`config.mk`:
```
export PLATFORM = sky130hd
export DESIGN_NAME = fnmi_queue
export DESIGN_NICKNAME = d
export VERILOG_FILES = /design/src/hdl/fnmi_pkg.sv /design/src/hdl/fnmi_queue.sv
export SDC_FILE = /design/constraint.sdc
export NUM_CORES = 1
export LEC_CHECK = 0
export ABC_AREA = 1
export BUFFER_PORTS_ARGS = -buffer_cell sky130_fd_sc_hd__buf_2
export CORE_MARGIN = 2
export CORE_UTILIZATION = 40
export DETAILED_ROUTE_END_ITERATION = 6
export GPL_TIMING_DRIVEN = 0
export PLACE_DENSITY = 0.57
export SYNTH_ARGS = -nofsm -noshare
export SYNTH_HDL_FRONTEND = slang
export SYNTH_SLANG_ARGS = --single-unit
export TNS_END_PERCENT = 100
```
`constraint.sdc`:
```
create_clock -name clk -period 2.9 [get_ports clk]
set_input_delay 0.58 -clock clk [delete_from_list [all_inputs] [get_ports clk]]
set_output_delay 0.58 -clock clk [all_outputs]
set_load 0.02 [all_outputs]
```
`src/hdl/fnmi_pkg.sv`:
```
package fnmi_pkg;

  // Configuration port
  localparam int CFG_IDX_W  = 2;
  localparam int CFG_DATA_W = 12;

  localparam logic [CFG_IDX_W-1:0] REG_FRAME_WIDTH  = 2'd0;
  localparam logic [CFG_IDX_W-1:0] REG_FRAME_HEIGHT = 2'd1;

  // Queue between front and back
  localparam int QDEPTH = 4;
  localparam int QAW    = 2;
  localparam int QLW    = 3;

  // One stored pixel word: red in the low byte, mask flag on top
  typedef struct packed {
    logic       masked;
    logic [7:0] blue;
    logic [7:0] green;
    logic [7:0] red;
  } fnmi_pix_t;

  // One classified step as handed from front to back
  typedef struct packed {
    logic      has_out;
    logic      frame_end;
    logic      use_left;
    logic      use_right;
    logic      use_up;
    logic      use_down;
    fnmi_pix_t pix;
    fnmi_pix_t rd_a;
    fnmi_pix_t rd_b;
  } fnmi_step_t;

endpackage

```
`src/hdl/fnmi_queue.sv`:
```
module fnmi_queue (
  input  logic                     clk,
  input  logic                     rst_n,
  input  logic                     push,
  input  fnmi_pkg::fnmi_step_t     push_data,
  input  logic                     pop,
  output fnmi_pkg::fnmi_step_t     pop_data,
  output logic                     valid,
  output logic [fnmi_pkg::QLW-1:0] level
);
  import fnmi_pkg::*;

  fnmi_step_t     slots [QDEPTH];
  logic [QAW-1:0] wr_ptr_r, wr_ptr_nxt;
  logic [QAW-1:0] rd_ptr_r, rd_ptr_nxt;
  logic [QLW-1:0] level_r, level_nxt;
  logic           do_pop;

  assign valid    = level_r != '0;
  assign level    = level_r;
  assign pop_data = slots[rd_ptr_r];
  assign do_pop   = pop && valid;

  // Advance pointers and fill level
  always_comb begin
    wr_ptr_nxt = push ? wr_ptr_r + QAW'(1) : wr_ptr_r;
    rd_ptr_nxt = do_pop ? rd_ptr_r + QAW'(1) : rd_ptr_r;
    level_nxt  = level_r;
    if (push && !do_pop) begin
      level_nxt = level_r + QLW'(1);
    end else if (!push && do_pop) begin
      level_nxt = level_r - QLW'(1);
    end
  end

  always_ff @(posedge clk) begin
    if (!rst_n) begin
      wr_ptr_r <= '0;
      rd_ptr_r <= '0;
      level_r  <= '0;
    end else begin
      wr_ptr_r <= wr_ptr_nxt;
      rd_ptr_r <= rd_ptr_nxt;
      level_r  <= level_nxt;
    end
  end

  always_ff @(posedge clk) begin
    if (push) begin
      slots[wr_ptr_r] <= push_data;
    end
  end

  a_no_overflow: assert property (@(posedge clk) disable iff (!rst_n)
    push && (level_r == QLW'(QDEPTH)) |-> do_pop)
    else $error("transfer into a full step queue");

endmodule

```
==> out/summary.log, run 1 <==
qor: clocking.cts-buffers-inserted 35
qor: yosys.synthFlopType sky130_fd_sc_hd__edfxtp_1
qor: sta.finalCritPeriodShare 93.9%
qor: worst_setup_path.wp_data_required 2.32 ns
qor: route.drt_drc_violations_left 0
qor: placed_design.finalWeightedCongestion 0.714
qor: placed_design.io_port_bufs 169
qor: run_status.outcome complete, no violations
qor: floorplanning.pin_count 170
qor: route.antenna_left 0
qor: clocking.post_cts.repair.setup_buffers 0
qor: sta.slew_viol_final 0
qor: clocking.post_cts_hold_buffer_count 0
qor: sta.timing.max_slew.rel_slack 57.3%
qor: flow_run.max-cap-violations 0
qor: worst_setup_path.worstPathArrival 2.14 ns
qor: floorplanning.std_cell_rows 64
qor: sta.final.hold.worst_slack 0.295 ns
qor: yosys.avgSynthCellArea 14.8 um^2
qor: cells_and_area.final_std_cell_area_no_fill 15,100 um^2
qor: floorplanning.placeableCoreArea 30,700 um^2
qor: worst_setup_path.cp_max_fo 10
qor: clocking.clockRootBuffer sky130_fd_sc_hd__clkbuf_16
qor: yosys.yosys_register_bits 333
qor: yosys.netlist_area 12,500 um^2
qor: clocking.clock_tree.htree_level_count 2
qor: yosys.synth_most_common_cell sky130_fd_sc_hd__edfxtp_1
qor: clocking.cts.sinks 333
qor: worst_setup_path.worst-setup-path-type flip-flop to output port
qor: clocking.clock_transition_at_the_register_clock_pins_on_the_worst_setup_and_hold_paths_after_cts 0.06 ns
qor: cells_and_area.final_cells 1,478
qor: global_routing.grt_first_pass_wirelength 43,600 um
qor: pwr.peak_ir_drop_on_the_vdd_network 0.000533 V
qor: floorplanning.fp.dieArea 32,800 um^2
qor: floorplanning.die_h 181 um
qor: floorplanning.start_util 40.8%
qor: yosys.post_synth_num_cell_types 22
qor: pwr.power_per_cell_area 874 nW/um^2
qor: cells_and_area.layout-drive-gt1-share 26.0%
qor: global_routing.vias_in_the_first_global_route 7,565
qor: sta.finalHoldViolations 0
qor: clocking.cts_max_path_buffers 3
qor: yosys.yosys-top-cells-count 324 x sky130_fd_sc_hd__edfxtp_1, 148 x sky130_fd_sc_hd__nor2_1, 145 x sky130_fd_sc_hd__o21ai_0
qor: yosys.synthesis.instances 845
qor: route.route.detailed.wl_per_inst 19.3 um
qor: floorplanning.die_w 181 um
qor: yosys.ys_async_sr_fraction 0%
qor: global_routing.antenna_violations_before_repair 4
qor: clocking.clock_insertion_delay_worst_skew 0.49 ns
qor: route.finalWirelength 28,500 um
qor: worst_setup_path.setup.worst_path.start_class flip-flop
qor: sta.rsz0062_at_grt false
qor: pwr.static-leakage-power 5.33 nW
qor: sta.tightest_slew 0.641 ns
qor: yosys.synth.top_cells.by_area sky130_fd_sc_hd__edfxtp_1 78%, sky130_fd_sc_hd__o21ai_0 5.8%, sky130_fd_sc_hd__nor2_1 4.4%, sky130_fd_sc_hd__o22ai_1 4.0%, sky130_fd_sc_hd__dfxtp_1 1.4%
qor: cells_and_area.area.growth.synth_to_final 20.6%
qor: yosys.synth.net_count 936
qor: route.viasPerCell 5.10
qor: placed_design.placed_area 14,000 um^2
qor: global_routing.gr-usage-all-layers 17.5%
qor: worst_setup_path.critical_path.endpoint_type output port
qor: worst_hold_path.holdCritPathClass primary input to flip-flop
qor: yosys.seq_area_frac_synth 79.0%
qor: route.total_vias_in_the_final_route 7,543
qor: pwr.totalPowerFinal 13.2 mW
qor: sta.tns 0 ns
qor: sta.final_setup_vio_count 0
qor: placed_design.dp.cells 1,414
qor: sta.period_needed 2.72 ns
qor: cells_and_area.layout.nets 1,146
qor: yosys.synth.top_cell.area_share 77.6%
qor: yosys.yosys.area.top_type sky130_fd_sc_hd__edfxtp_1
qor: placed_design.post-dp-hpwl 16,600 um
qor: yosys.number_of_warnings_printed_during_yosys_synthesis 0
qor: clocking.tritoncts built
qor: yosys.synth_edf_count 324
qor: clocking.postCtsResizedCells 0
qor: sta.fmax 367 MHz
qor: global_routing.grt-ovfl-total 0
qor: route.detail_route.first_pass.iterations 6
qor: route.drt-initial-drc-count 447
qor: global_routing.grt_start_max_net_pins 46
qor: sta.fin_worst_skew 0.00619 ns
[cell usage in the layout (no fill, tap or decap), types with 2 or more instances in the layout]
cell                         synthesis  layout
sky130_fd_sc_hd__inv_1              14      10
sky130_fd_sc_hd__o21ai_0           145     145
sky130_fd_sc_hd__clkbuf_16           0      37
sky130_fd_sc_hd__clkbuf_2            8       8
sky130_fd_sc_hd__edfxtp_1          324     324
sky130_fd_sc_hd__bufinv_16           0       2
sky130_fd_sc_hd__clkbuf_8            0       2
sky130_fd_sc_hd__buf_6               3       3
sky130_fd_sc_hd__clkinvlp_4          0       3
sky130_fd_sc_hd__nand2_1            15      15
sky130_fd_sc_hd__o22ai_1            81      81
sky130_fd_sc_hd__dfxtp_1             9       9
sky130_fd_sc_hd__clkinv_1            0       4
sky130_fd_sc_hd__nor2_1            148     148
sky130_fd_sc_hd__o21ai_1            20      20
sky130_fd_sc_hd__a21oi_1             5       5
sky130_fd_sc_hd__nand3_1             3       3
sky130_fd_sc_hd__inv_4               0       4
sky130_fd_sc_hd__buf_12              3       3
sky130_fd_sc_hd__clkinv_2            0       3
sky130_fd_sc_hd__buf_16              0       4
sky130_fd_sc_hd__clkinv_4            1       4
sky130_fd_sc_hd__buf_8               6       6
sky130_fd_sc_hd__ha_1                5       5
sky130_fd_sc_hd__nor2_2             20      20
sky130_fd_sc_hd__buf_2              12     181
sky130_fd_sc_hd__diode_2             0       2
sky130_fd_sc_hd__clkbuf_1           20      28
[final cells by class]
cell class,count,area [um^2]
buffer,52,359
tap,396,495
clock buffer,47,983
clock inverter,15,139
timing repair buffer,173,956
inverter,16,82.6
multi-input combinational,444,2200
fill,2726,15600
antenna,2,5.00
sequential,333,9910
[critical path, cell delays in order, from the launching register on]
cell and delay [ns]:
sky130_fd_sc_hd__dfxtp_1 0.30, sky130_fd_sc_hd__buf_6 0.16, sky130_fd_sc_hd__inv_8 0.11, sky130_fd_sc_hd__clkbuf_1 0.42, sky130_fd_sc_hd__o21ai_0 0.15, sky130_fd_sc_hd__o22ai_1 0.26
sky130_fd_sc_hd__buf_2 0.23
[stage by stage]
stage	utilization, %	setup WS, ns
2_1_floorplan	-	0.282
3_3_place_gp	45.1	-1.34
3_5_place_dp	45.5	0.700
4_1_cts	49.2	0.172
5_1_grt	49.2	0.0441
6_report	49.2	0.178
[final timing paths]
path              cells past startpoint                        to                     start  slack (ns)
setup / recovery                      6              pop_data[43]                 flip-flop        0.18
hold / removal                        1    slots[0][17]$_DFFE_PP_             push_data[17]        0.29
setup reg to reg                      5     slots[0][2]$_DFFE_PP_  wr_ptr_r[0]$_SDFFE_PN0P_        1.05
hold reg to reg                       2  rd_ptr_r[0]$_SDFFE_PN0P_  rd_ptr_r[0]$_SDFFE_PN0P_        0.52
[sequential cells by signal (all words and copies together) (netlist names), named ones only]
register  flops
slots       324
level         3
rd_ptr_r      2
wr_ptr_r      2
[power breakdown]
| part | leakage, nW | internal, mW | switching [mW] |
|---|---|---|---|
| Clock | 0.539 | 2.57 | 1.73 |
| Combinational | 1.75 | 1.04 | 2.30 |
| Sequential | 3.05 | 5.52 | 0.0669 |
[layer usage]
| layer | vias to the layer above | global-route usage (%) | wire length [um] |
|---|---|---|---|
| met3 | 44 | 3.55 | 1570 |
| met5 | - | 0 | 27 |
| li1 | 3613 | - | - |
| met4 | 4 | 5.20 | 580 |
| met2 | 206 | 28.2 | 13500 |
| met1 | 3676 | 24.1 | 12800 |
[cell families (layout without fill, tap and decap cells)]
group,count (synthesis),count (layout),synth area share (%)
flip-flops,333,333,79.0
AO/OA/AOI/OAI,251,251,10.8
AND/OR/NAND/NOR,186,186,6.00
buffers and inverters,68,303,3.44
adder cells (fa/ha/maj),6,6,0.658
XOR/XNOR,1,1,0.0698
other,0,2,0
(Power assumes the default switching activity.)
==> run 2, diff against run 1 <==
--- a/config.mk
+++ b/config.mk
@@ -8,10 +8,10 @@
 export ABC_AREA = 1
 export BUFFER_PORTS_ARGS = -buffer_cell sky130_fd_sc_hd__buf_2
 export CORE_MARGIN = 2
-export CORE_UTILIZATION = 40
+export CORE_UTILIZATION = 57
 export DETAILED_ROUTE_END_ITERATION = 6
 export GPL_TIMING_DRIVEN = 0
-export PLACE_DENSITY = 0.57
+export PLACE_DENSITY = 0.77
 export SYNTH_ARGS = -nofsm -noshare
 export SYNTH_HDL_FRONTEND = slang
 export SYNTH_SLANG_ARGS = --single-unit
==> out/summary.log, run 2 (same netlist as run 1, synthesis figures left out) <==
qor: run_status.outcome complete, no violations
qor: placed_design.io_port_bufs 169
qor: clocking.post_cts.repair.setup_buffers 0
qor: flow_run.max-cap-violations 0
qor: clocking.cts-buffers-inserted 31
qor: global_routing.grt.met2_usage 38.3%
qor: global_routing.gr-max-usage-layer met2
qor: worst_setup_path.worst-r2r-setup-slack 1.14 ns
qor: global_routing.gr-usage-all-layers 22.8%
qor: global_routing.grt_start_max_net_pins 59
qor: sta.finalHoldViolations 0
qor: route.drt-initial-drc-count 690
qor: placed_design.post-dp-hpwl 15,600 um
qor: floorplanning.start_util 57.8%
qor: global_routing.grt-ovfl-total 0
qor: clocking.clock_transition_at_the_register_clock_pins_on_the_worst_setup_and_hold_paths_after_cts 0.06 ns
qor: clocking.postCtsResizedCells 0
qor: pwr.p_sw 3.94 mW
qor: sta.slew_viol_final 0
qor: global_routing.vias_in_the_first_global_route 7,735
qor: floorplanning.fp.dieArea 23,200 um^2
qor: cells_and_area.footprint_of_the_multi_input_gates 2200 um^2
qor: sta.rsz0062_at_grt false
qor: worst_hold_path.holdCritPathClass primary input to flip-flop
qor: placed_design.finalWeightedCongestion 0.758
qor: sta.period_needed 2.76 ns
qor: floorplanning.placeableCoreArea 21,700 um^2
qor: cells_and_area.filler_cell_count 1,475
qor: sta.tns 0 ns
qor: sta.finalCritPeriodShare 95.0%
qor: route.drt_drc_violations_left 0
qor: cells_and_area.layout.nets 1,142
qor: worst_setup_path.wp_data_required 2.32 ns
qor: worst_hold_path.start_point_of_the_worst_hold_path push_data[16]
qor: global_routing.antenna_violations_before_repair 3
qor: cells_and_area.register_area 9910 um^2
qor: worst_setup_path.r2r-start wr_ptr_r[0]$_SDFFE_PN0P_
qor: route.detail_route.first_pass.iterations 5
qor: pwr.power_per_cell_area 849 nW/um^2
qor: clocking.post_cts_hold_buffer_count 0
qor: pwr.peak_ir_drop_on_the_vdd_network 0.000623 V
qor: worst_setup_path.critical_path.endpoint_type output port
qor: worst_setup_path.cp_max_fo 10
qor: pwr.comb_power_share 26.5%
qor: pwr.clock_power_share 28.9%
qor: cells_and_area.area.growth.synth_to_final 17.7%
qor: pwr.totalPowerFinal 12.5 mW
qor: floorplanning.die_h 152 um
qor: cells_and_area.largest_reg_flops 324
qor: clocking.cts.sinks 333
qor: route.total_vias_in_the_final_route 7,751
qor: pwr.internal_power 8.59 mW
qor: cells_and_area.final_std_cell_area_no_fill 14,800 um^2
qor: global_routing.grt_util_met1 30.7%
qor: sta.final_setup_vio_count 0
qor: pwr.static-leakage-power 5.23 nW
qor: worst_setup_path.worst-setup-path-type flip-flop to output port
qor: clocking.clock_tree.htree_level_count 1
qor: cells_and_area.registers.top_by_ff_count slots
qor: floorplanning.pin_count 170
qor: cells_and_area.mostFrequentLayoutCell sky130_fd_sc_hd__edfxtp_1
qor: clocking.cts_max_path_buffers 3
qor: global_routing.grt.met3_usage 4.61%
qor: global_routing.grt_first_pass_wirelength 41,300 um
qor: floorplanning.std_cell_rows 54
qor: pwr.power_share_of_the_sequential_group 44.6%
qor: route.finalWirelength 26,900 um
qor: clocking.tritoncts built
qor: sta.timing.max_slew.rel_slack 64.6%
qor: route.route.detailed.wl_per_inst 19.9 um
qor: route.antenna_left 0
qor: pwr.net_switching_fraction_of_the_power 31.5%
qor: placed_design.placed_area 13,900 um^2
qor: cells_and_area.most_frequent_cells_in_the_layout 324 x sky130_fd_sc_hd__edfxtp_1, 181 x sky130_fd_sc_hd__buf_2, 148 x sky130_fd_sc_hd__nor2_1, 145 x sky130_fd_sc_hd__o21ai_0, 81 x sky130_fd_sc_hd__o22ai_1
qor: sta.tightest_slew 0.532 ns
qor: floorplanning.die_w 152 um
qor: worst_setup_path.worstPathArrival 2.18 ns
qor: sta.fmax 363 MHz
qor: route.viasPerCell 5.72
qor: clocking.clockRootBuffer sky130_fd_sc_hd__clkbuf_16
qor: worst_setup_path.setup.worst_path.start_class flip-flop
qor: clocking.clock_insertion_delay_worst_skew 0.54 ns
qor: sta.fin_worst_skew 0.0102 ns
qor: cells_and_area.layout-drive-gt1-share 24.9%
[run 2: cell types whose count changed in the layout (fill, tap and decap cells not counted)]
cell | previous run | this run
sky130_fd_sc_hd__bufinv_16 | 2 | 1
sky130_fd_sc_hd__clkbuf_16 | 37 | 31
sky130_fd_sc_hd__clkbuf_1 | 28 | 29
sky130_fd_sc_hd__clkinv_1 | 4 | 9
sky130_fd_sc_hd__clkinvlp_4 | 3 | 1
sky130_fd_sc_hd__clkinv_4 | 4 | 1
sky130_fd_sc_hd__clkbuf_8 | 2 | 0
[run 2: final cells by class]
cell class	count	share of cell area [%]
Antenna cell	2	0.0339
Clock inverter	14	0.585
Inverter	16	0.560
Sequential cell	333	67.1
Tap cell	280	2.37
Timing Repair Buffer	173	6.48
Clock buffer	40	5.48
Multi-Input combinational cell	444	14.9
Buffer	52	2.43
[run 2: worst max-delay path, cell delays in order, from the launching register on]
cell and delay (ns):
sky130_fd_sc_hd__dfxtp_1 0.32, sky130_fd_sc_hd__buf_6 0.17, sky130_fd_sc_hd__inv_8 0.11, sky130_fd_sc_hd__clkbuf_1 0.41
sky130_fd_sc_hd__o21ai_0 0.15, sky130_fd_sc_hd__o22ai_1 0.25, sky130_fd_sc_hd__buf_2 0.22
[run 2: final timing paths]
kind | cells after the start | to
worst max-delay path | 6 | pop_data[49]
worst min-delay path | 1 | slots[1][16]$_DFFE_PP_
worst max register to register | 5 | slots[2][2]$_DFFE_PP_
worst min register to register | 2 | flip-flop
[run 2: power groups by stage]
stage | logic (mW) | clock network [mW] | registers (mW)
after global routing | 3.59 | 3.85 | 5.61
after floorplan | 2.08 | 0 | 5.72
after detailed placement | 3.32 | 0 | 5.69
after CTS | 3.33 | 3.66 | 5.59
final | 3.32 | 3.62 | 5.59
after global placement | 3.25 | 0 | 5.71
[run 2: layer usage]
metal,part of all wire [%],vias to the layer above
met3,8.9,42
li1,-,3602
met4,1.9,2
met1,40,3747
met2,50,358
met5,0.048,-
[run 2: metrics by stage]
step,setup slack (ns),std cells,utilization (%),hold WS (ns)
after floorplan,0.282,845,-,0.465
after global placement,-1.12,1294,63.3,0.494
after detailed placement,0.759,1298,63.9,0.495
after CTS,0.185,1352,68.0,0.236
after global routing,0.0376,1353,68.0,0.237
final,0.145,1354,68.1,0.253
