## config.mk

```make
export PLATFORM = sky130hd
export DESIGN_NAME = fnmi_back
export DESIGN_NICKNAME = d
export VERILOG_FILES = /design/src/hdl/fnmi_pkg.sv /design/src/hdl/fnmi_back.sv
export SDC_FILE = /design/constraint.sdc
export NUM_CORES = 1
export LEC_CHECK = 0
export BUFFER_PORTS_ARGS = -buffer_cell sky130_fd_sc_hd__buf_2
export CAP_MARGIN = 20
export CORE_ASPECT_RATIO = 1.25
export CORE_MARGIN = 1.5
export CORE_UTILIZATION = 50
export CTS_BUF_LIST = sky130_fd_sc_hd__clkbuf_8
export CTS_CLUSTER_SIZE = 16
export DETAILED_ROUTE_END_ITERATION = 6
export PLACE_DENSITY = 0.76
export SYNTH_ARGS = -nofsm -noshare
export SYNTH_HDL_FRONTEND = slang
export SYNTH_SLANG_ARGS = --single-unit
```

## constraint.sdc

```tcl
create_clock -name clk -period 6.44 [get_ports clk]
set_clock_uncertainty 0.2 [all_clocks]
set_input_delay 0.322 -clock clk [delete_from_list [all_inputs] [get_ports clk]]
set_output_delay 0.322 -clock clk [all_outputs]
set_load 0.01 [all_outputs]
```

## src/hdl/fnmi_pkg.sv

```systemverilog
package fnmi_pkg;

  // Configuration port
  localparam int CFG_IDX_W  = 2;
  localparam int CFG_DATA_W = 12;

  localparam logic [CFG_IDX_W-1:0] REG_FRAME_WIDTH  = 2'd0;
  localparam logic [CFG_IDX_W-1:0] REG_FRAME_HEIGHT = 2'd1;

  // Queue between front and back
  localparam int QDEPTH = 4;
  localparam int QAW    = 2;
  localparam int QLW    = 3;

  // One stored pixel word: red in the low byte, mask flag on top
  typedef struct packed {
    logic       masked;
    logic [7:0] blue;
    logic [7:0] green;
    logic [7:0] red;
  } fnmi_pix_t;

  // One classified step as handed from front to back
  typedef struct packed {
    logic      has_out;
    logic      frame_end;
    logic      use_left;
    logic      use_right;
    logic      use_up;
    logic      use_down;
    fnmi_pix_t pix;
    fnmi_pix_t rd_a;
    fnmi_pix_t rd_b;
  } fnmi_step_t;

endpackage

```

## src/hdl/fnmi_back.sv

```systemverilog
module fnmi_back (
  input  logic                 clk,
  input  logic                 rst_n,
  input  logic                 q_valid,
  input  fnmi_pkg::fnmi_step_t q_data,
  output logic                 q_pop,
  output logic [7:0]           out_red,
  output logic [7:0]           out_green,
  output logic [7:0]           out_blue,
  output logic                 out_frame_end,
  output logic                 empty,
  input  logic                 pop
);
  import fnmi_pkg::*;

  localparam logic [9:0] RECIP3 = 10'd683;

  // Window over the row above the incoming one
  fnmi_pix_t  cen_r;
  fnmi_pix_t  lft_r;

  // Sum stage
  logic       s_valid_r;
  logic       s_has_out_r;
  logic       s_end_r;
  fnmi_pix_t  s_cen_r;
  logic [9:0] s_sum_red_r, s_sum_green_r, s_sum_blue_r;
  logic [2:0] s_cnt_r;

  // Output register
  logic       o_valid_r, o_valid_nxt;
  logic [7:0] o_red_r, o_green_r, o_blue_r;
  logic       o_end_r;

  fnmi_pix_t  nb_pix [4];
  logic       nb_use [4];
  logic [9:0] sum_red, sum_green, sum_blue;
  logic [2:0] cnt;
  logic       out_xfer;
  logic       o_room;
  logic       s_take;
  logic       s_free;
  logic       o_load;
  logic [7:0] mean_red, mean_green, mean_blue;

  // Truncated mean of up to four channel values
  function automatic logic [7:0] mean_of(input logic [9:0] s, input logic [2:0] n);
    logic [19:0] prod;
    prod = {10'd0, s} * {10'd0, RECIP3};
    case (n)
      3'd1:    mean_of = s[7:0];
      3'd2:    mean_of = s[8:1];
      3'd3:    mean_of = prod[18:11];
      3'd4:    mean_of = s[9:2];
      default: mean_of = 8'd0;
    endcase
  endfunction

  // Stall chain from the result side back to the queue
  assign out_xfer = pop && o_valid_r;
  assign o_room   = !o_valid_r || out_xfer;
  assign s_take   = s_valid_r && (!s_has_out_r || o_room);
  assign s_free   = !s_valid_r || s_take;
  assign q_pop    = q_valid && s_free;
  assign o_load   = s_take && s_has_out_r;

  // Gather the unmasked neighbours that lie inside the frame
  assign nb_pix[0] = lft_r;
  assign nb_pix[1] = q_data.rd_a;
  assign nb_pix[2] = q_data.rd_b;
  assign nb_pix[3] = q_data.pix;
  assign nb_use[0] = q_data.use_left;
  assign nb_use[1] = q_data.use_right;
  assign nb_use[2] = q_data.use_up;
  assign nb_use[3] = q_data.use_down;

  always_comb begin
    sum_red   = '0;
    sum_green = '0;
    sum_blue  = '0;
    cnt       = '0;
    for (int i = 0; i < 4; i++) begin
      if (nb_use[i] && !nb_pix[i].masked) begin
        sum_red   = sum_red + 10'(nb_pix[i].red);
        sum_green = sum_green + 10'(nb_pix[i].green);
        sum_blue  = sum_blue + 10'(nb_pix[i].blue);
        cnt       = cnt + 3'd1;
      end
    end
  end

  // Shift the window and register the sums
  always_ff @(posedge clk) begin
    if (q_pop) begin
      cen_r         <= q_data.rd_a;
      lft_r         <= cen_r;
      s_has_out_r   <= q_data.has_out;
      s_end_r       <= q_data.frame_end;
      s_cen_r       <= cen_r;
      s_sum_red_r   <= sum_red;
      s_sum_green_r <= sum_green;
      s_sum_blue_r  <= sum_blue;
      s_cnt_r       <= cnt;
    end
  end

  // Divide and pick the pass-through or the filled pixel
  assign mean_red   = mean_of(s_sum_red_r, s_cnt_r);
  assign mean_green = mean_of(s_sum_green_r, s_cnt_r);
  assign mean_blue  = mean_of(s_sum_blue_r, s_cnt_r);

  always_ff @(posedge clk) begin
    if (o_load) begin
      o_red_r   <= s_cen_r.masked ? mean_red : s_cen_r.red;
      o_green_r <= s_cen_r.masked ? mean_green : s_cen_r.green;
      o_blue_r  <= s_cen_r.masked ? mean_blue : s_cen_r.blue;
      o_end_r   <= s_end_r;
    end
  end

  always_comb begin
    o_valid_nxt = o_valid_r;
    if (o_load) begin
      o_valid_nxt = 1'b1;
    end else if (out_xfer) begin
      o_valid_nxt = 1'b0;
    end
  end

  always_ff @(posedge clk) begin
    if (!rst_n) begin
      s_valid_r <= 1'b0;
      o_valid_r <= 1'b0;
    end else begin
      s_valid_r <= q_pop || (s_valid_r && !s_take);
      o_valid_r <= o_valid_nxt;
    end
  end

  assign empty         = !o_valid_r;
  assign out_red       = o_red_r;
  assign out_green     = o_green_r;
  assign out_blue      = o_blue_r;
  assign out_frame_end = o_end_r;

  a_no_result_lost: assert property (@(posedge clk) disable iff (!rst_n)
    s_valid_r && s_has_out_r && o_valid_r && !out_xfer |=> s_valid_r)
    else $error("waiting result dropped from the sum stage");

endmodule

```

==> results of run 1 <==
## kinds of logic after synthesis
| group | Yosys count | synth area share, % |
|---|---|---|
| AOI/OAI and AO/OA | 309 | 15.6 |
| xor gates and xnor gates | 79 | 5.28 |
| adders and majority gates | 322 | 34.8 |
| buffers and inverters | 207 | 5.99 |
| DFF | 112 | 25.5 |
| muxes | 29 | 2.39 |
| and+or+nand+nor | 293 | 10.4 |
## layout make-up
| class | count | share of cell area [%] |
|---|---|---|
| clock inverter | 7 | 0.746 |
| multi-input combinational | 1032 | 61.7 |
| timing repair buffer | 153 | 6.47 |
| clock buffer | 9 | 0.849 |
| inverter | 171 | 4.40 |
| sequential | 112 | 22.9 |
| tap | 340 | 2.92 |
## critical path, cell delays in order, from the launching register on
cell and delay, ns:
edfxtp_1 0.53, inv_1 0.45, and3_1 0.30, ha_1 0.19
inv_1 0.06, fa_1 0.50, nor2_1 0.04, a21oi_1 0.28
inv_1 0.09, ha_1 0.29, a21o_1 0.18, a21o_1 0.20
a21oi_1 0.21, inv_1 0.06, a21oi_1 0.19, xnor2_1 0.10
mux2_2 0.29, ha_1 0.35, nand2_1 0.06, o21ai_0 0.24
nand4_1 0.14, nand3_1 0.13, mux2i_1 0.19, o22ai_1 0.11
## sequential cells by signal (all words and copies together), names as in the netlist
name and flops:
out_blue 8, out_red 8, o_valid_r 1, s_valid_r 1, s_sum_green_r 10, out_frame_end 1, s_sum_red_r 10, out_green 8
s_sum_blue_r 10, s_cnt_r 3, cen_r 25, s_has_out_r 1, s_end_r 1, s_cen_r 25
## path summary, 6_finish.rpt
path                                                  to  slack (ns)
worst min-delay path              o_valid_r$_SDFFE_PN0P_        0.04
worst max register to register  s_sum_red_r[9]$_DFFE_PP_        0.78
worst max-delay path            s_sum_red_r[9]$_DFFE_PP_        0.78
worst min register to register     s_cen_r[19]$_DFFE_PP_        0.23
## routing by layer
layer / global-route usage (%) / up-vias / routed length, um
met5: 0 / - / 0
met2: 40.4 / 266 / 15100
met3: 2.46 / 51 / 1200
met4: 7.72 / 0 / 702
li1: - / 5058 / -
met1: 29.0 / 4949 / 13200
## cell usage after synthesis (4+ instances only)
cell / instances / area, um2
a211oi_1: 5 / 37.5
a21o_1: 31 / 233
a21oi_1: 91 / 455
a221oi_1: 8 / 70.1
a22oi_1: 29 / 218
a31oi_1: 6 / 37.5
a41oi_1: 4 / 35.0
and2_1: 5 / 31.3
and3_1: 26 / 163
buf_2: 4 / 20.0
clkbuf_1: 28 / 105
edfxtp_1: 110 / 3300
fa_1: 72 / 1440
ha_1: 246 / 3080
inv_1: 168 / 631
mux2_2: 18 / 203
mux2i_1: 10 / 100
nand2_1: 116 / 435
nand2b_1: 10 / 62.6
nand3_1: 14 / 70.1
nand4_1: 7 / 43.8
nor2_1: 68 / 255
nor2b_1: 20 / 125
nor3_1: 9 / 45.0
o21a_1: 10 / 75.1
o21ai_0: 48 / 240
o21ai_1: 6 / 30.0
o21bai_1: 4 / 30.0
o221ai_1: 11 / 96.3
o2bb2ai_1: 9 / 78.8
o31ai_1: 7 / 52.6
or3_1: 6 / 37.5
xnor2_1: 46 / 403
xor2_1: 33 / 289
## cell usage in the layout, fill, tap and decap left out, drive strengths merged, types with 19 or more instances in the layout
cell         count
ha             246
inv            176
buf            124
nand2          116
edfxtp         110
a21oi           93
fa              72
nor2            70
o21ai           55
xnor2           46
xor2            33
a21o            31
a22oi           29
dlygate4sd3     29
and3            26
nor2b           20
mux2            19
## power breakdown
part	switching, mW	internal (mW)	total [mW]
clock network	0.269	0.229	0.498
registers	0.0635	0.873	0.936
logic	1.97	1.50	3.47
==> run_results.csv, run 1 <==
group,metric,value,unit
outcome,status,"finished, final reports clean",
die,die_w,148,um
finish,postLayoutCoreUtil,56.3,%
finish,multi_input_area,9000,um2
grt,grt_overflow,0,
place,dpl.cell_count,1779,
power,powerDensity,336,nW/um2
drt,drtPass1Iterations,5,
drt,postRouteAntennaNets,0,
sta,holdWs,0.0400,ns
worst_hold_path,hp-class,"in -> reg",
logic_synthesis,synth_seq_cells,112,
clock_network,max-clock-path-buffers,2,
worst_setup_path,crit_required,6.39,ns
drt,route.detailed.drc,0,
worst_setup_path,cp-startpoint,"s_cen_r[24]$_DFFE_PP_",
die,io_pins,112,
die,row_count,66,
place,dp_hpwl,24700,um
drt,totalWireLength,30300,um
drt,first_iter_violations,703,
finish,finalInstanceArea,14600,um2
grt,grt_usage,22.8,%
logic_synthesis,netlist_area,13100,um2
sta,finalSetupViolCount,0,
sta,rsz0062_at_grt,"false",
finish,n_antenna_cell,0,
sta,fin_ws,0.778,ns
clock_network,postCtsHoldBufs,29,
drt,vias,10300,
clock_network,root_buffer,"clkbuf_8",
logic_synthesis,async_reset_ff_share,0,%
logic_synthesis,synth_cell_types,73,
finish,syn_to_final_growth,11.2,%
worst_setup_path,r2r-start,"s_cen_r[24]$_DFFE_PP_",
worst_setup_path,endpoint_kind,"flip-flop",
power,power,4.90,mW
die,core,25900,um2
die,start_util,50.6,%
worst_setup_path,crit_path_max_fanout,18,
logic_synthesis,synth_nets,1754,
clock_network,path_clk_slew,0.11,ns
place,dp_slack,0.861,ns
sta,worstMarginPinSlew,1.03,ns
drt,wl_per_cell,16.6,um
logic_synthesis,syn_inst,1351,
place,dpl-instance-area,14100,um2
clock_network,cts_tree,"done",
clock_network,clk_latency,0.40,ns
finish,n_fill_cell,2265,
sta,report.final.slew_viol_count,0,
clock_network,cts_sinks,112,
sta,fmax,0.177,GHz
sta,finalHoldViolations,0,
logic_synthesis,yosys_warnings,0,
logic_synthesis,ys.flop_type,"edfxtp_1",
worst_setup_path,start_kind,"flip-flop",
die,die-area,27200,um2
power,p_leak,7.12,nW
place,io_buffers,111,
grt,grt_first_pass_wirelength,49500,um
worst_hold_path,hp-start,"pop",
sta,finalCritPeriodShare,87.9,%
finish,ff_latch_area,3340,um2
place,gp_congestion,0.930,
logic_synthesis,synth_seq_area_share,25.5,%
logic_synthesis,synth_edf_count,110,
worst_setup_path,crit_arrival,5.61,ns
clock_network,post_cts_buffers,0,
clock_network,post_cts_resized,0,
sta,period_needed,5.66,ns
grt,grt_pass1_vias,10300,
worst_setup_path,reg2reg_depth,23,
finish,nets,1882,
worst_setup_path,worst-setup-path-type,"reg -> reg",
sta,setup_tns,0,ns
worst_hold_path,hold_path_depth,3,
sta,worst_slew_margin_rel,31.2,%
die,die_h,184,um
drt,vias_per_cell,5.66,
finish,drive_gt1_share,12.1,%
clock_network,numCtsBuffers,9,
logic_synthesis,avgSynthCellArea,9.71,um2
clock_network,ctsHtreeMaxLevel,3,
grt,grt_max_degree,68,
finish,final_cells,1824,
power,peakVddDrop,187,uV
grt,antenna_found_initial,0,
flow_run,maxCapViolations,0,
No activity file was read; power rests on OpenSTA's default activity.
==> run 2, diff against run 1 <==
--- a/config.mk
+++ b/config.mk
@@ -9,11 +9,12 @@
 export CAP_MARGIN = 20
 export CORE_ASPECT_RATIO = 1.25
 export CORE_MARGIN = 1.5
-export CORE_UTILIZATION = 50
+export CORE_UTILIZATION = 37
 export CTS_BUF_LIST = sky130_fd_sc_hd__clkbuf_8
 export CTS_CLUSTER_SIZE = 16
 export DETAILED_ROUTE_END_ITERATION = 6
-export PLACE_DENSITY = 0.76
+export GPL_TIMING_DRIVEN = 0
+export PLACE_DENSITY = 0.61
 export SYNTH_ARGS = -nofsm -noshare
 export SYNTH_HDL_FRONTEND = slang
 export SYNTH_SLANG_ARGS = --single-unit
==> run 2 against run 1 <==
Compared with the run above: die area grew 34%; utilization shrank 14 points; routed wire length grew 13%; flip-flop and latch count is the same; maximum frequency shrank 5.6%; cell area grew 1.5%; non-clock buffer count grew 26; global-route usage shrank 3.3 points; critical endpoint is now s_sum_green_r[9]$_DFFE_PP_; register-to-register slack lost 0.33 ns; combinational power shrank 2%; via count grew 0.30%.
==> run_results.csv, run 2 (synthesized netlist as in run 1, its figures left out) <==
group,metric,value,unit
clock_network,cts_tree,"done",
clock_network,numCtsBuffers,9,
worst_setup_path,crit_path_top_delay_cell,"edfxtp_1",
place,io_buffers,111,
grt,gr-max-usage-layer,"met2",
finish,nets,1908,
drt,route.detailed.drc,0,
grt,grtUsageMet3,2.12,%
flow_run,maxCapViolations,0,
worst_hold_path,hp-class,"in -> reg",
drt,wl_per_cell,17.4,um
die,io_pins,112,
sta,holdWs,0.0768,ns
worst_setup_path,crit_required,6.49,ns
sta,finalHoldViolations,0,
worst_setup_path,max_stage_delay,0.55,ns
drt,postRouteAntennaNets,0,
power,internal_power,2.53,mW
grt,antenna_found_initial,1,
finish,drive_gt1_share,11.3,%
power,combPwrFrac,71.2,%
sta,worstMarginPinSlew,0.934,ns
clock_network,max-clock-path-buffers,2,
die,row_count,76,
finish,final_cells,1979,
drt,vias_per_cell,5.23,
finish,mostFrequentLayoutCell,"ha_1",
clock_network,ctsHtreeMaxLevel,3,
clock_network,root_buffer,"clkbuf_8",
power,seq_power_share,19.8,%
sta,report.final.slew_viol_count,0,
finish,syn_to_final_growth,12.9,%
worst_setup_path,endpoint_kind,"flip-flop",
clock_network,path_clk_slew,0.12,ns
drt,vias,10400,
power,swShare,47.1,%
power,peakVddDrop,173,uV
worst_hold_path,hp-start,"q_data[50]",
sta,rsz0062_at_grt,"false",
sta,period_needed,6.00,ns
grt,grt_util_met2,35.0,%
clock_network,clk_latency,0.44,ns
worst_setup_path,crit_path_max_fanout,10,
grt,grt_usage,19.6,%
power,p_switching,2.25,mW
place,dp_hpwl,28500,um
finish,final_cell_mix,"246 x ha_1, 170 x inv_1, 116 x nand2_1, 115 x buf_2, 110 x edfxtp_1",
worst_setup_path,start_kind,"flip-flop",
die,die_w,171,um
grt,grt_overflow,0,
power,p_leak,7.12,nW
worst_setup_path,r2r-start,"s_cen_r[24]$_DFFE_PP_",
die,start_util,37.8,%
place,gp_congestion,0.890,
die,die_h,214,um
worst_setup_path,crit_arrival,6.04,ns
worst_setup_path,cp-startpoint,"s_cen_r[24]$_DFFE_PP_",
grt,grt_first_pass_wirelength,54400,um
grt,grt_max_degree,37,
die,die-area,36600,um2
drt,drtPass1Iterations,5,
power,power,4.79,mW
place,dpl.cell_count,1932,
die,core,34700,um2
sta,finalCritPeriodShare,93.1,%
power,powerDensity,323,nW/um2
sta,finalSetupViolCount,0,
drt,totalWireLength,34300,um
finish,reg_top3,"cen_r (25), s_cen_r (25)",
drt,first_iter_violations,525,
clock_network,cts_sinks,112,
worst_setup_path,worst-setup-path-type,"reg -> reg",
grt,use_met1,24.1,%
power,clkPwrFrac,9.0,%
sta,fmax,0.167,GHz
grt,grt_pass1_vias,10400,
sta,worst_slew_margin_rel,37.7,%
worst_setup_path,worstPathCellList,"inv_1 > clkbuf_1 > and3_1 > ha_1 > inv_1 > fa_1 > nor2_1 > a21oi_1 > inv_1 > ha_1 > a21o_1 > a21oi_1 > o21bai_1 > a21oi_1 > xor2_1 > nor2_1 > a21o_1 > ha_1 > nand2_1 > o21ai_0 > a41oi_1 > mux2_1 > o2bb2ai_1",
outcome,status,"finished, final reports clean",
-- run 2: cell types whose count changed in the layout (fill, tap and decap cells not counted), sizes merged --
cell | before | now
dlygate4sd3 | 29 | 30
clkbuf | 9 | 37
inv | 176 | 173
clkinv | 0 | 1
buf | 124 | 121
diode | 0 | 1
bufinv | 2 | 1
clkinvlp | 0 | 3
-- run 2: repair_timing --
action,4_1_cts,5_1_grt
setup endpoints to repair,0,1
hold buffers,30,0
gates resized for setup,0,2
endpoints found under the hold margin,29,0
buffers inserted,0,0
-- run 2: worst paths after layout --
check,endpoint,slack [ns],depth (start not counted)
hold / removal,s_sum_red_r[0]$_DFFE_PP_,0.08,4
hold reg to reg,s_cen_r[10]$_DFFE_PP_,0.21,0
setup reg to reg,s_sum_green_r[9]$_DFFE_PP_,0.44,23
setup / recovery,s_sum_green_r[9]$_DFFE_PP_,0.44,23
-- run 2: through the flow --
| step | util [%] | setup WS [ns] | setup TNS (ns) | area [um2] |
|---|---|---|---|---|
| after CTS | 42.6 | 0.317 | 0 | 14800 |
| after global placement | 41.1 | -0.594 | -14.91 | 14300 |
| after global routing | 42.7 | 0.0316 | 0 | 14800 |
| final | 42.7 | 0.445 | 0 | 14800 |
| after detailed placement | 41.2 | 0.399 | 0 | 14300 |
| after floorplan | - | 1.32 | 0 | 13100 |
-- run 2: area by class of cell --
type                    count  area, um2
diodes                      1       2.50
plain buffers              36        145
clock buffers               9        124
clock inverters             7       65.1
fillers                  3380      19900
inverters                 171        642
multi-input cells        1032       9000
flip-flops and latches    112       3340
well taps                 468        586
repair buffers            143        896
-- run 2: worst max-delay path: cells and delay by family, from the launching register on --
family	cells	cell delay, ns
compound gates	9	1.85
fa+ha+maj	4	1.29
buf+inv	4	0.98
flops	1	0.55
simple gates	4	0.42
mux	1	0.35
xor+xnor	1	0.15
-- run 2: per-layer routing --
| layer | vias up | share of wire, % |
|---|---|---|
| met1 | 4922 | 44 |
| met2 | 255 | 50 |
| met5 | - | 0 |
| met3 | 55 | 3.6 |
| li1 | 5123 | - |
| met4 | 0 | 3.1 |
-- run 2: power by group through the flow --
stage	combinational [mW]	sequential (mW)	clock, mW
final	3.41	0.948	0.431
after global routing	3.93	0.954	0.462
after CTS	3.43	0.947	0.444
after detailed placement	3.37	0.964	0
after global placement	3.31	0.969	0
after floorplan	2.64	0.934	0
